## config.mk

```make
export PLATFORM = sky130hd
export DESIGN_NAME = headlamp_light_controller
export DESIGN_NICKNAME = d
export VERILOG_FILES = /design/src/rtl/hlc_pkg.sv /design/src/rtl/headlamp_light_controller.sv
export VERILOG_INCLUDE_DIRS = /design/src /design/src/rtl
export SDC_FILE = /design/constraint.sdc
export NUM_CORES = 1
export LEC_CHECK = 0
export ABC_AREA = 1
export BUFFER_PORTS_ARGS = -buffer_cell sky130_fd_sc_hd__clkbuf_2
export CORE_ASPECT_RATIO = 0.7
export CORE_MARGIN = 5
export CORE_UTILIZATION = 50
export CTS_BUF_LIST = sky130_fd_sc_hd__clkbuf_8
export DETAILED_ROUTE_END_ITERATION = 8
export HOLD_SLACK_MARGIN = 0.02
export MAX_ROUTING_LAYER = met4
export PLACE_DENSITY = 0.69
export SYNTH_ARGS = -nofsm -noshare
export SYNTH_HDL_FRONTEND = slang
export SYNTH_SLANG_ARGS = --single-unit
```

## constraint.sdc

```tcl
create_clock -name aclk -period 3.95 [get_ports aclk]
set_clock_uncertainty 0.1 [all_clocks]
set_input_delay 0.1975 -clock aclk [delete_from_list [all_inputs] [get_ports aclk]]
set_output_delay 0.1975 -clock aclk [all_outputs]
set_load 0.005 [all_outputs]
```

## src/rtl/headlamp_light_controller_assert.svh

```systemverilog
// assertion macros shared by the lamp controller rtl
`ifndef HEADLAMP_LIGHT_CONTROLLER_ASSERT_SVH
`define HEADLAMP_LIGHT_CONTROLLER_ASSERT_SVH

// property that must hold at every clock edge out of reset
`define HLC_ASSERT(label, prop, msg) \
    label: assert property (@(posedge aclk) disable iff (!aresetn) (prop)) \
        else $error(msg);

// condition that must be followed by another in the following cycle
`define HLC_ASSERT_NEXT(label, pre, post, msg) \
    label: assert property (@(posedge aclk) disable iff (!aresetn) (pre) |=> (post)) \
        else $error(msg);

`endif

```

## src/rtl/hlc_pkg.sv

```systemverilog
// shared types and constants of the lamp controller
package hlc_pkg;

    localparam int CMD_W      = 2;
    localparam int LEVEL_W    = 10;
    localparam int SW_W       = 8;
    localparam int LAMP_W     = 8;
    localparam int CFG_IDX_W  = 1;
    localparam int CFG_DATA_W = 10;

    typedef logic [CMD_W-1:0]     cmd_t;
    typedef logic [CFG_IDX_W-1:0] cfg_idx_t;

    localparam cmd_t CMD_SAMPLE  = 2'd0;
    localparam cmd_t CMD_BLINK   = 2'd1;
    localparam cmd_t CMD_DOOR    = 2'd2;
    localparam cmd_t CMD_REFRESH = 2'd3;

    localparam cfg_idx_t CFG_THRESHOLD = 1'd0;
    localparam cfg_idx_t CFG_MANUAL    = 1'd1;

    localparam logic [LEVEL_W-1:0] THRESHOLD_RESET = 10'd500;

    // switch bit positions
    localparam int SW_DAY   = 0;
    localparam int SW_LOW   = 1;
    localparam int SW_HIGH  = 2;
    localparam int SW_LEFT  = 3;
    localparam int SW_RIGHT = 4;
    localparam int SW_CABIN = 6;

    // lamp bit positions
    localparam int LAMP_DAY   = 7;
    localparam int LAMP_LOW   = 6;
    localparam int LAMP_HIGH  = 5;
    localparam int LAMP_LEFT  = 4;
    localparam int LAMP_RIGHT = 3;
    localparam int LAMP_CABIN = 0;

endpackage

```

## src/rtl/headlamp_light_controller.sv

```systemverilog
// Headlamp controller: windowed light average and automatic lamp sequencing.
//
// Input channel (s_valid/s_ready) carries one command per transaction: a
// light sample, a blink tick, a door update or a refresh. Every input
// transaction yields exactly one result transaction on the m_ channel with
// the lamp bits, the current average and the automatic lamp states.
// Configuration (threshold, manual mode) is written via cfg_wr_en, cfg_index
// and cfg_wdata with no handshake; users write only while idle (unenforced).
//
// A light sample steps through the SUM, DIV, DECIDE and FINISH states: one
// shared adder/subtractor first accumulates the filled window entries one per
// cycle, then runs a restoring divide by the fill count, one quotient bit per
// cycle. Other commands go from acceptance straight to FINISH. In FINISH the
// result is loaded into the output register and s_ready returns. s_ready is
// high only while the sequencer is idle, so one transaction is in work at a
// time.
// The result sits in an output register; a new transaction is accepted while
// it waits, and a finished one holds in the sequencer until the receiver
// takes the previous result. Synchronous active-low reset empties the window,
// clears all lamp state and restores threshold 500 and automatic mode.
module headlamp_light_controller #(
    parameter int WINDOW_LEN      = 10,
    parameter int OFF_DELAY_TICKS = 10
) (
    input  logic                           aclk,
    input  logic                           aresetn,
    input  logic                           s_valid,
    output logic                           s_ready,
    input  logic [hlc_pkg::CMD_W-1:0]      s_cmd,
    input  logic [hlc_pkg::LEVEL_W-1:0]    s_light_level,
    input  logic                           s_door_open,
    input  logic [hlc_pkg::SW_W-1:0]       s_switches,
    output logic                           m_valid,
    input  logic                           m_ready,
    output logic [hlc_pkg::LAMP_W-1:0]     m_lamps,
    output logic [hlc_pkg::LEVEL_W-1:0]    m_light_average,
    output logic                           m_day_lamp_on,
    output logic                           m_low_beam_on,
    input  logic                           cfg_wr_en,
    input  logic [hlc_pkg::CFG_IDX_W-1:0]  cfg_index,
    input  logic [hlc_pkg::CFG_DATA_W-1:0] cfg_wdata
);
    import hlc_pkg::*;

    `include "headlamp_light_controller_assert.svh"

    localparam int IDX_W  = (WINDOW_LEN > 1) ? $clog2(WINDOW_LEN) : 1;
    localparam int CNT_W  = $clog2(WINDOW_LEN + 1);
    localparam int SUM_W  = $clog2(WINDOW_LEN * ((1 << LEVEL_W) - 1) + 1);
    localparam int ALU_W  = SUM_W + 1;
    localparam int STEP_W = $clog2(SUM_W + 1);
    localparam int DLY_W  = $clog2(OFF_DELAY_TICKS + 1);

    localparam logic [2:0] ST_IDLE   = 3'd0;
    localparam logic [2:0] ST_SUM    = 3'd1;
    localparam logic [2:0] ST_DIV    = 3'd2;
    localparam logic [2:0] ST_DECIDE = 3'd3;
    localparam logic [2:0] ST_FINISH = 3'd4;

    logic [LEVEL_W-1:0] window_reg [WINDOW_LEN];

    logic [2:0]         state_reg, state_next;
    logic [IDX_W-1:0]   write_slot_reg, write_slot_next;
    logic [CNT_W-1:0]   filled_count_reg, filled_count_next;
    logic [CNT_W-1:0]   k_reg, k_next;
    logic [SUM_W-1:0]   acc_reg, acc_next;
    logic [CNT_W-1:0]   rem_reg, rem_next;
    logic [STEP_W-1:0]  step_reg, step_next;
    logic [LEVEL_W-1:0] average_reg, average_next;
    logic               day_lamp_reg, day_lamp_next;
    logic               low_beam_reg, low_beam_next;
    logic [DLY_W-1:0]   delay_count_reg, delay_count_next;
    logic               delay_running_reg, delay_running_next;
    logic               blink_phase_reg, blink_phase_next;
    logic               door_latched_reg, door_latched_next;
    logic [SW_W-1:0]    switches_reg, switches_next;
    logic [LEVEL_W-1:0] threshold_reg;
    logic               manual_reg;

    logic               m_valid_reg, m_valid_next;
    logic [LAMP_W-1:0]  m_lamps_reg, m_lamps_next;
    logic [LEVEL_W-1:0] m_average_reg, m_average_next;
    logic               m_day_reg, m_day_next;
    logic               m_low_reg, m_low_next;

    logic               accept;
    logic               window_we;

    // shared adder/subtractor
    logic [ALU_W-1:0]   alu_a, alu_b, alu_y;
    logic               alu_sub;
    logic [CNT_W:0]     trial;
    logic [LAMP_W-1:0]  lamps;

    assign s_ready   = (state_reg == ST_IDLE);
    assign accept    = s_valid && s_ready;
    assign window_we = accept && (s_cmd == CMD_SAMPLE);

    assign trial = {rem_reg, acc_reg[SUM_W-1]};
    assign alu_y = alu_a + (alu_b ^ {ALU_W{alu_sub}}) + ALU_W'(alu_sub);

    always_comb begin
        if (state_reg == ST_DIV) begin
            alu_a   = ALU_W'(trial);
            alu_b   = ALU_W'(filled_count_reg);
            alu_sub = 1'b1;
        end else begin
            alu_a   = {1'b0, acc_reg};
            alu_b   = ALU_W'(window_reg[k_reg[IDX_W-1:0]]);
            alu_sub = 1'b0;
        end
    end

    always_comb begin
        lamps = '0;
        if (manual_reg) begin
            lamps[LAMP_DAY]   = switches_reg[SW_DAY];
            lamps[LAMP_LOW]   = switches_reg[SW_LOW];
            lamps[LAMP_CABIN] = switches_reg[SW_CABIN];
        end else begin
            lamps[LAMP_DAY]   = day_lamp_reg;
            lamps[LAMP_LOW]   = low_beam_reg;
            lamps[LAMP_CABIN] = door_latched_reg;
        end
        lamps[LAMP_HIGH]  = switches_reg[SW_HIGH];
        lamps[LAMP_LEFT]  = blink_phase_reg && switches_reg[SW_LEFT];
        lamps[LAMP_RIGHT] = blink_phase_reg && switches_reg[SW_RIGHT];
    end

    always_comb begin
        state_next         = state_reg;
        write_slot_next    = write_slot_reg;
        filled_count_next  = filled_count_reg;
        k_next             = k_reg;
        acc_next           = acc_reg;
        rem_next           = rem_reg;
        step_next          = step_reg;
        average_next       = average_reg;
        day_lamp_next      = day_lamp_reg;
        low_beam_next      = low_beam_reg;
        delay_count_next   = delay_count_reg;
        delay_running_next = delay_running_reg;
        blink_phase_next   = blink_phase_reg;
        door_latched_next  = door_latched_reg;
        switches_next      = switches_reg;
        m_valid_next       = m_valid_reg && !m_ready;
        m_lamps_next       = m_lamps_reg;
        m_average_next     = m_average_reg;
        m_day_next         = m_day_reg;
        m_low_next         = m_low_reg;

        case (state_reg)
            ST_IDLE: begin
                if (accept) begin
                    switches_next = s_switches;
                    state_next    = ST_FINISH;
                    case (s_cmd)
                        CMD_SAMPLE: begin
                            if (write_slot_reg == IDX_W'(WINDOW_LEN - 1)) begin
                                write_slot_next = '0;
                            end else begin
                                write_slot_next = write_slot_reg + 1'b1;
                            end
                            if (filled_count_reg < CNT_W'(WINDOW_LEN)) begin
                                filled_count_next = filled_count_reg + 1'b1;
                            end
                            k_next     = '0;
                            acc_next   = '0;
                            state_next = ST_SUM;
                        end
                        CMD_BLINK: begin
                            blink_phase_next = !blink_phase_reg;
                            if (delay_running_reg) begin
                                if (DLY_W'(delay_count_reg + 1'b1) >=
                                    DLY_W'(OFF_DELAY_TICKS)) begin
                                    delay_count_next   = '0;
                                    delay_running_next = 1'b0;
                                    low_beam_next      = 1'b0;
                                end else begin
                                    delay_count_next = delay_count_reg + 1'b1;
                                end
                            end
                        end
                        CMD_DOOR: begin
                            door_latched_next = s_door_open;
                        end
                        CMD_REFRESH: begin
                            door_latched_next = door_latched_reg;
                        end
                        default: begin
                            state_next = ST_FINISH;
                        end
                    endcase
                end
            end
            ST_SUM: begin
                if (k_reg == filled_count_reg) begin
                    rem_next   = '0;
                    step_next  = '0;
                    state_next = ST_DIV;
                end else begin
                    acc_next = alu_y[SUM_W-1:0];
                    k_next   = k_reg + 1'b1;
                end
            end
            ST_DIV: begin
                // restoring divide, borrow out of the shared unit picks the bit
                if (alu_y[ALU_W-1]) begin
                    rem_next = trial[CNT_W-1:0];
                    acc_next = {acc_reg[SUM_W-2:0], 1'b0};
                end else begin
                    rem_next = alu_y[CNT_W-1:0];
                    acc_next = {acc_reg[SUM_W-2:0], 1'b1};
                end
                step_next = step_reg + 1'b1;
                if (step_reg == STEP_W'(SUM_W - 1)) begin
                    state_next = ST_DECIDE;
                end
            end
            ST_DECIDE: begin
                average_next = acc_reg[LEVEL_W-1:0];
                state_next   = ST_FINISH;
                if (!manual_reg) begin
                    if (acc_reg[LEVEL_W-1:0] > threshold_reg) begin
                        day_lamp_next = 1'b1;
                        if (low_beam_reg && !delay_running_reg) begin
                            delay_count_next   = '0;
                            delay_running_next = 1'b1;
                        end
                    end else begin
                        day_lamp_next      = 1'b0;
                        low_beam_next      = 1'b1;
                        delay_count_next   = '0;
                        delay_running_next = 1'b0;
                    end
                end
            end
            ST_FINISH: begin
                // hold until the output register is free
                if (!m_valid_reg || m_ready) begin
                    m_valid_next   = 1'b1;
                    m_lamps_next   = lamps;
                    m_average_next = average_reg;
                    m_day_next     = day_lamp_reg;
                    m_low_next     = low_beam_reg;
                    state_next     = ST_IDLE;
                end
            end
            default: begin
                state_next = ST_IDLE;
            end
        endcase
    end

    always_ff @(posedge aclk) begin
        if (!aresetn) begin
            state_reg         <= ST_IDLE;
            write_slot_reg    <= '0;
            filled_count_reg  <= '0;
            average_reg       <= '0;
            day_lamp_reg      <= 1'b0;
            low_beam_reg      <= 1'b0;
            delay_count_reg   <= '0;
            delay_running_reg <= 1'b0;
            blink_phase_reg   <= 1'b0;
            door_latched_reg  <= 1'b0;
            m_valid_reg       <= 1'b0;
        end else begin
            state_reg         <= state_next;
            write_slot_reg    <= write_slot_next;
            filled_count_reg  <= filled_count_next;
            average_reg       <= average_next;
            day_lamp_reg      <= day_lamp_next;
            low_beam_reg      <= low_beam_next;
            delay_count_reg   <= delay_count_next;
            delay_running_reg <= delay_running_next;
            blink_phase_reg   <= blink_phase_next;
            door_latched_reg  <= door_latched_next;
            m_valid_reg       <= m_valid_next;
        end
    end

    always_ff @(posedge aclk) begin
        k_reg         <= k_next;
        acc_reg       <= acc_next;
        rem_reg       <= rem_next;
        step_reg      <= step_next;
        switches_reg  <= switches_next;
        m_lamps_reg   <= m_lamps_next;
        m_average_reg <= m_average_next;
        m_day_reg     <= m_day_next;
        m_low_reg     <= m_low_next;
    end

    // entries past the fill count are never summed, so no clearing is needed
    always_ff @(posedge aclk) begin
        if (window_we) begin
            window_reg[write_slot_reg] <= s_light_level;
        end
    end

    always_ff @(posedge aclk) begin
        if (!aresetn) begin
            threshold_reg <= THRESHOLD_RESET;
            manual_reg    <= 1'b0;
        end else if (cfg_wr_en) begin
            case (cfg_index)
                CFG_THRESHOLD: threshold_reg <= cfg_wdata[LEVEL_W-1:0];
                CFG_MANUAL:    manual_reg    <= cfg_wdata[0];
                default:       manual_reg    <= manual_reg;
            endcase
        end
    end

    assign m_valid         = m_valid_reg;
    assign m_lamps         = m_lamps_reg;
    assign m_light_average = m_average_reg;
    assign m_day_lamp_on   = m_day_reg;
    assign m_low_beam_on   = m_low_reg;

    `HLC_ASSERT(a_fill_bound, filled_count_reg <= CNT_W'(WINDOW_LEN), "fill count past window")
    `HLC_ASSERT(a_sum_index, (state_reg != ST_SUM) || (k_reg <= filled_count_reg), "sum index past fill")
    `HLC_ASSERT(a_delay_bound, !delay_running_reg || (delay_count_reg < DLY_W'(OFF_DELAY_TICKS)), "delay count overrun")
    `HLC_ASSERT(a_delay_idle, delay_running_reg || (delay_count_reg == '0), "idle delay not cleared")
    `HLC_ASSERT_NEXT(a_finish_out, (state_reg == ST_FINISH) && !m_valid_reg, m_valid_reg && (state_reg == ST_IDLE), "finished result not loaded")

endmodule

```

; After elaboration in Yosys (flattened, before gate mapping)
; Memory sizes are Yosys's and may differ from the RTL's. A register that Yosys moved wholly into a read port is not among the register bits.
; Cells that the tools add are included.
[word_totals]
register_bits = 93
ram_bits = 100
in_bits = 37
output_inout_bits = 22
mem_count = 1
[mem_list]
columns = name, depth, word_bits, rd, rd_ports_with_merged_regs, wr, line_no
row1 = window_reg, 10, 10, 1, 1, 1, headlamp_light_controller.sv:60  ; logic [LEVEL_W-1:0] window_reg [WINDOW_LEN];
[op_classes]
add_sub_neg = 7
n_lt_le_gt_ge = 3
eq_ne = 21
n_mux = 54
n_bitwise = 3
reduce_logical = 33
[ops]
columns = operator, n
row1 = 14-bit 2-to-1 mux, 4
row2 = 4-bit 2-to-1 mux, 14
row3 = 14-bit case mux with 3 select lines, 1
row4 = 4-bit case mux with 2 select lines, 4
row5 = 1-bit 2-to-1 mux, 21
row6 = 4-bit by 1-bit adder with 4-bit output (second input constant), 5
row7 = 4-bit AND reduction, 4
row8 = 15-bit by 1-bit adder with 15-bit output, 1
row9 = 15-bit adder, 1
row10 = 3-bit 2-to-1 mux, 5
row11 = 3-bit case mux with 5 select lines, 1
row12 = 15-bit bitwise XOR, 1
row13 = 2-bit by 1-bit inequality test with 1-bit output (second input constant), 6
row14 = 2-bit AND reduction, 6
row15 = 10-bit greater-than comparator, 1
row16 = 10-bit 2-to-1 mux, 1
row17 = 2-bit inequality test (second input constant), 5
row18 = 3-bit AND reduction, 3
row19 = 4-bit equality test (second input constant), 2
row20 = 7-bit AND reduction, 1
row21 = 3-bit by 2-bit equality test with 1-bit output (second input constant), 2
row22 = 1-bit logical AND, 6
row23 = 6-bit AND reduction, 1
row24 = 2-bit nonzero test, 3
row25 = other kinds (17), 22

; Depth between registers and ports, before layout
; Gate-level depths: netlist (run 1).
[logic_depth]
ltp_word = 7
depth_mapped = 22

; Least setup slack after synthesis (run 1)
; Ideal clock, no wire load.
[synth_path]
kind = register to register
startpoint = reg (tool-made name)
endpoint = reg rem_reg[3], data pin
setup_ns = 0.249
arrival_time_ns = 3.082
t_required_ns = 3.601
path_slack_ns = 0.519
stages_incl_launch_ff = 21
cell_sequence = dfxtp_1 > buf_4 > clkbuf_1 > nand2_1 > nand2_1 > a21oi_1 > a22oi_1 > inv_1 > fa_1 > o21ai_0 > nand2_1 > nand2_1 > nand2_1 > a21oi_1 > nand3b_1 > nor2_1 > ha_1 > inv_1 > nand2_1 > nand2_1 > inv_1
[synth_lines]
columns = item, line_no
row1 = "end signal, assigned", headlamp_light_controller.sv:286  ; rem_reg <= rem_next;
row2 = "end, declared", headlamp_light_controller.sv:67  ; logic [CNT_W-1:0] rem_reg, rem_next;

==> flow_summary_export.csv, run 1 <==
group,metric,value,unit
power,combPwrFrac,0.246,
final_layout,largest_reg_flops,100,
clock_network,root_buffer,"clkbuf_8",
placement,placed_cells,1134,
power,swShare,0.3110,
placement,gp_congestion,0.8985,
timing,tns,0,ps
timing,worst_pin_slew,1186,ps
yosys,synth-seq-cells,196,
routing,drt_wl_total,18.64,mm
global_routing,grt_first_pass_wirelength,30.53,mm
yosys,yosysWarnings,0,
clock_network,clkLatencyLatePin,470,ps
worst_setup_path,r2r_slack,310,ps
final_layout,fin_util,0.5898,
worst_setup_path,cp-end-kind,"register",
routing,drc,0,
floorplan,fp-row-count,40,
routing,vias_per_cell,5.261,
yosys,syn_avg_cell_area,10.36,um^2
placement,place_area,9512,um^2
final_layout,seq_area,5429,um^2
yosys,synth_top_cell_by_area,"edfxtp_1",
power,pwr-share-clk,0.251,
worst_setup_path,cp-endpoint,"rem_reg[3]",
global_routing,antenna_found_initial,0,
worst_setup_path,cp_slowest_stage_delay,450,ps
yosys,muxShareOfSynthArea,0.01353,
worst_setup_path,start_kind,"register",
power,leakage,4.074,nW
placement,io_buffers,54,
floorplan,coreArea,17320,um^2
yosys,synth_common_cells,"edfxtp_1 (150), nand2_1 (123), nor2_1 (115)",
outcome,status,"finished clean",
routing,first_iter_violations,531,
worst_setup_path,ff2ff_path_depth,19,
yosys,ys.flop_type,"edfxtp_1",
routing,drt-wirelength-per-cell,15.56,um
placement,post-place-ws,105.2,ps
yosys,synth_top_family_by_area,"simple AND/OR/NAND/NOR gates",
yosys,synth-compound-area-share,0.1212,
floorplan,dieArea,20560,um^2
clock_network,tritoncts,"built",
timing,drv_slew,0,
yosys,yosys.area_share.simple,0.1485,
timing,period_share,0.9216,
power,power.total,4.728,mW
placement,hpwl,12.94,mm
power,p_per_area,462.9,nW/um^2
worst_setup_path,cp_cell_sequence,"buf_4 -> buf_4 -> o32ai_1 -> o211ai_1 -> o211ai_1 -> ha_1 -> nand2_1 -> nor2_1 -> nand2_1 -> nand2_1 -> nand2_1 -> a21oi_2 -> nand3b_1 -> nor2_1 -> ha_1 -> inv_1 -> nand2_1 -> nand2_1 -> inv_1",
timing,timing.hold.ws,52.88,ps
floorplan,start_util,0.5127,
clock_network,clk_pin_slew,100,ps
final_layout,syn_to_final_growth,15.04,%
global_routing,grtUsageMet2,0.2836,
global_routing,grt_start_max_net_pins,38,
worst_setup_path,cpMaxStageDelayCell,"dfxtp_1",
global_routing,top_usage_layer,"met2",
clock_network,clock_path_buffers,2,
worst_setup_path,crit_arrival,3780,ps
yosys,ys_seq_area_frac,0.6110,
final_layout,layout.cells.non_filler,1198,
floorplan,die_w,169.3,um
yosys,synth-xor-area-share,0.01282,
worst_setup_path,crit_path_max_fanout,24,
final_layout,multiInputGateArea,2997,um^2
yosys,syn-instance-count,857,
global_routing,grtUsageMet3,0.03387,
yosys,synthAdderAreaFrac,0.03890,
yosys,synth_cell_type_count,48,
timing,fmax,274.7,MHz
final_layout,drive_gt1_frac,0.1427,
routing,detail-route-antenna-nets,0,
power,seqPwrFrac,0.504,
routing,num_vias,6303,
final_layout,filler_cell_count,1478,
clock_network,cts_buffers,17,
final_layout,fin_area,10210,um^2
yosys,synth.most_common_cell,"edfxtp_1",
final_layout,fin_nets,1020,
final_layout,diodes,0,
global_routing,grt_pass1_vias,6064,
global_routing,grt-ovfl-total,0,
run,cap_violations,0,
routing,dr.pass1.iters,5,
yosys,synth_top_area_frac,0.5073,
min_path,hp-class,"in2reg",
timing,layout_min_cycle_time,3640,ps
floorplan,ioPinCount,59,
timing,setup_ws,309.7,ps
clock_network,h-tree-depth,4,
worst_setup_path,critPathRequiredTime,4090,ps
power,p_switching,1.470,mW
yosys,synth_area_leaders,"edfxtp_1 (51%), dfxtp_1 (10%), nand2_1 (5.2%), nor2_1 (4.9%), o21ai_0 (4.2%)",
power,ir_drop,0.1683,mV
clock_network,cts_sinks,196,
yosys,synth-edff-count,150,
power,p_int,3.258,mW
floorplan,die_h,121.5,um
worst_setup_path,r2r_end,"rem_reg[3]",
global_routing,grt_usage,0.1930,
yosys,synthArstFlopShare,0,
timing,setup_viol,0,
timing,hold_viol_final,0,
worst_setup_path,critPathMostFrequentCell,"nand2_1",
timing,relSlewSlack,0.2061,
worst_setup_path,worstSetupPathType,"reg2reg",
yosys,netlist_area,8879,um^2
global_routing,use_met1,0.2765,
-- final cells by class --
cell class	instances	area share
timing repair buffer	112	0.08098
tap	231	0.02830
sequential	196	0.5315
clock buffer	17	0.02291
inverter	86	0.03185
multi-input combinational	543	0.2934
clock inverter	13	0.01103
-- power by group through the flow --
stage               registers (mW)  logic, mW  clock network, mW
floorplan                     2.42      0.784                  0
global placement              2.43       1.08                  0
detailed placement            2.43       1.11                  0
CTS                           2.38       1.14               1.21
global route                  2.39       1.31               1.30
finish                        2.38       1.16               1.18
-- worst max-delay path, delay by kind of cell, from the launching register on --
family | cells | cell delay, ps
AND/OR/NAND/NOR | 9 | 830
adder cells (fa/ha/maj) | 2 | 650
flip-flops | 1 | 450
AO/OA/AOI/OAI | 4 | 730
buffers and inverters | 4 | 640
-- cells in the final DEF (no fill, tap or decap), drive strengths merged, types with 2 or more instances in the layout --
cell type    count
o21ai           80
o211ai          17
o221ai          12
nand4            2
clkbuf          71
xor2             5
ha              26
nand3           37
edfxtp         150
nor3             9
a21oi           50
o22ai            5
nor2           122
dfxtp           46
inv             87
or2              3
conb             2
nand2          128
xnor2            8
mux2i           12
o21a             3
clkinvlp         2
a31oi            6
o32ai            4
dlygate4sd3     32
a21o             2
clkinv           9
buf             26
nand3b           3
-- logic make-up after synthesis --
group / Yosys count
other: 1
AO/OA/AOI/OAI: 184
flip-flops: 196
buffers and inverters: 119
adder cells (fa/ha/maj): 27
multiplexers: 12
AND/OR/NAND/NOR: 305
XOR/XNOR: 13
-- what timing repair did --
item	in CTS	in global routing
endpoints found under the setup margin	0	4
hold endpoints to repair	119	0
resized for setup	0	8
buffers inserted	0	2
hold buffers	32	0
-- worst min-delay path by stage --
stage / endpoint / start / cells after the start / slack (ps)
5_1_grt: blink_phase_reg / s_cmd[1] / 3 / 40
6_report: blink_phase_reg / s_cmd[1] / 3 / 50
2_1_floorplan: switches_reg[0] / s_switches[0] / 0 / 200
4_1_cts: blink_phase_reg / s_cmd[1] / 3 / 20
3_3_place_gp: switches_reg[0] / s_switches[0] / 1 / 280
3_5_place_dp: switches_reg[4] / s_switches[4] / 1 / 280
-- per-layer routing --
metal  wire [um]  vias to the layer above
li1            -                     3170
met1        9251                     2970
met2        8201                      144
met3         936                       19
met4         252                        0
met5           0                        -
Power figures use the tool's default switching activity.
==> inputs of run 2 (changes only) <==
--- a/config.mk
+++ b/config.mk
@@ -16,6 +16,7 @@
 export HOLD_SLACK_MARGIN = 0.02
 export MAX_ROUTING_LAYER = met4
 export PLACE_DENSITY = 0.69
+export RECOVER_POWER = 50
 export SYNTH_ARGS = -nofsm -noshare
 export SYNTH_HDL_FRONTEND = slang
 export SYNTH_SLANG_ARGS = --single-unit
==> run 2 against run 1 <==
  * Critical path depth unchanged
  * Utilization decreased by 0.51 points
  * Worst hold slack got worse by 0.52 ps
==> flow_summary_export.csv, run 2 (synthesis results as in run 1) <==
group,metric,value,unit
floorplan,die_w,169.3,um
final_layout,fin_area,10120,um^2
power,p_per_area,465.2,nW/um^2
timing,setup_ws,297.1,ps
worst_setup_path,start_kind,"register",
worst_setup_path,cp_slowest_stage_delay,450,ps
power,swShare,0.3105,
final_layout,final_common_cell,"edfxtp_1",
min_path,hp-start,"s_cmd[1]",
final_layout,layout.cells.non_filler,1198,
placement,gp_congestion,0.8985,
final_layout,diodes,0,
min_path,holdPathEnd,"blink_phase_reg",
power,power.total,4.710,mW
global_routing,grt_first_pass_wirelength,30.53,mm
worst_setup_path,cpMaxStageDelayCell,"dfxtp_1",
clock_network,clkLatencyLatePin,470,ps
floorplan,coreArea,17320,um^2
floorplan,ioPinCount,59,
floorplan,start_util,0.5127,
timing,drv_slew,0,
routing,drt-wirelength-per-cell,15.65,um
power,pwr-share-clk,0.251,
power,p_int,3.247,mW
timing,setup_viol,0,
clock_network,clk_pin_slew,100,ps
min_path,hp-class,"in2reg",
worst_setup_path,critPathTopFamily,"simple AND/OR/NAND/NOR gates",
worst_setup_path,r2r_end,"rem_reg[3]",
worst_setup_path,crit_arrival,3790,ps
final_layout,layout_common_cells,"edfxtp_1 (150), nand2_1 (124), nor2_1 (120), inv_1 (83), o21ai_0 (75)",
routing,drc,0,
clock_network,clock_path_buffers,2,
outcome,status,"finished clean",
routing,num_vias,6314,
routing,dr.pass1.iters,5,
routing,detail-route-antenna-nets,0,
timing,hold_viol_final,0,
worst_setup_path,critPathRequiredTime,4090,ps
timing,layout_min_cycle_time,3653,ps
floorplan,die_h,121.5,um
placement,placed_cells,1134,
placement,post-place-ws,105.2,ps
min_path,hold_depth,3,
placement,io_buffers,54,
worst_setup_path,worstSetupPathType,"reg2reg",
clock_network,cts_sinks,196,
power,p_switching,1.462,mW
power,ir_drop,0.1687,mV
routing,drt_wl_total,18.74,mm
power,seqPwrFrac,0.506,
timing,period_share,0.9248,
timing,fmax,273.8,MHz
timing,relSlewSlack,0.1497,
timing,timing.hold.ws,52.36,ps
worst_setup_path,crit_path_max_fanout,24,
global_routing,grt-ovfl-total,0,
global_routing,grt_usage,0.1930,
global_routing,antenna_found_initial,0,
clock_network,root_buffer,"clkbuf_8",
placement,hpwl,12.94,mm
floorplan,dieArea,20560,um^2
global_routing,grt_pass1_vias,6064,
routing,vias_per_cell,5.270,
worst_setup_path,critPathMostFrequentCell,"nand2_1",
worst_setup_path,path_buf_inv,4,
final_layout,syn_to_final_growth,14.04,%
final_layout,largest_reg_flops,100,
timing,worst_pin_slew,1275,ps
clock_network,tritoncts,"built",
run,cap_violations,0,
floorplan,fp-row-count,40,
worst_setup_path,cp-end-kind,"register",
final_layout,fin_nets,1020,
worst_setup_path,cp_cell_sequence,"buf_4 -> buf_4 -> o32ai_1 -> o211ai_1 -> o211ai_1 -> ha_1 -> nand2_1 -> nor2_1 -> nand2_1 -> nand2_1 -> nand2_1 -> a21oi_2 -> nand3b_1 -> nor2_1 -> ha_1 -> inv_1 -> nand2_1 -> nand2_1 -> inv_1",
clock_network,h-tree-depth,4,
routing,first_iter_violations,550,
global_routing,grt_start_max_net_pins,38,
worst_setup_path,ff2ff_path_depth,19,
power,combPwrFrac,0.243,
worst_setup_path,r2r_slack,300,ps
placement,place_area,9512,um^2
final_layout,drive_gt1_frac,0.1024,
clock_network,cts_buffers,17,
power,leakage,3.958,nW
-- run 2: final cells by class --
cell class                      instances  area [um^2]
Inverter                               86        325.3
Fill cell                            1505         7192
Sequential cell                       196         5429
Clock buffer                           17        234.0
Clock inverter                         13        112.6
Multi-Input combinational cell        543         2950
Tap cell                              231        289.0
Timing Repair Buffer                  112        784.5
-- run 2: how the worst max path moves through the flow --
stage | from | endpoint | slack, ps | cells past startpoint
final | register | rem_reg[3] | 300 | 19
after floorplan | register | rem_reg[3] | 520 | 20
after global routing | register | rem_reg[0] | -9 | 20
after global placement | register | rem_reg[3] | 200 | 20
after detailed placement | register | rem_reg[3] | 110 | 20
after CTS | register | rem_reg[3] | 90 | 20
-- run 2: power groups by stage --
stage	sequential (mW)	combinational (mW)	clock, mW
final	2.38	1.14	1.18
after floorplan	2.42	0.784	0
after global placement	2.43	1.08	0
after detailed placement	2.43	1.11	0
after CTS	2.38	1.14	1.21
after global routing	2.39	1.30	1.30
-- run 2: metal layers --
layer,GRT usage,vias to the layer above,share of wire
li1,-,3168,-
met1,0.2765,2978,0.50
met2,0.2836,147,0.44
met3,0.03387,21,0.049
met4,0.05832,0,0.014
met5,-,-,0
-- run 2: worst min-delay path, delay by kind of cell --
kind                   cells  cell delay, ps
AND/OR/NAND/NOR            1             100
buffers and inverters      1             110
AO/OA/AOI/OAI              1             170
-- run 2: metrics by stage --
step,util,setup TNS [ps]
detailed placement,0.5493,0
global route,0.5847,-9.396
CTS,0.5878,0
floorplan,-,0
global placement,0.5493,0
finish,0.5847,0
-- run 2: repair_timing --
item | 4_1_cts | 5_1_grt
hold endpoints to repair | 119 | 0
setup buffers | 0 | 2
hold buffers | 32 | 0
gates resized for setup | 0 | 8
endpoints found under the setup margin | 0 | 4
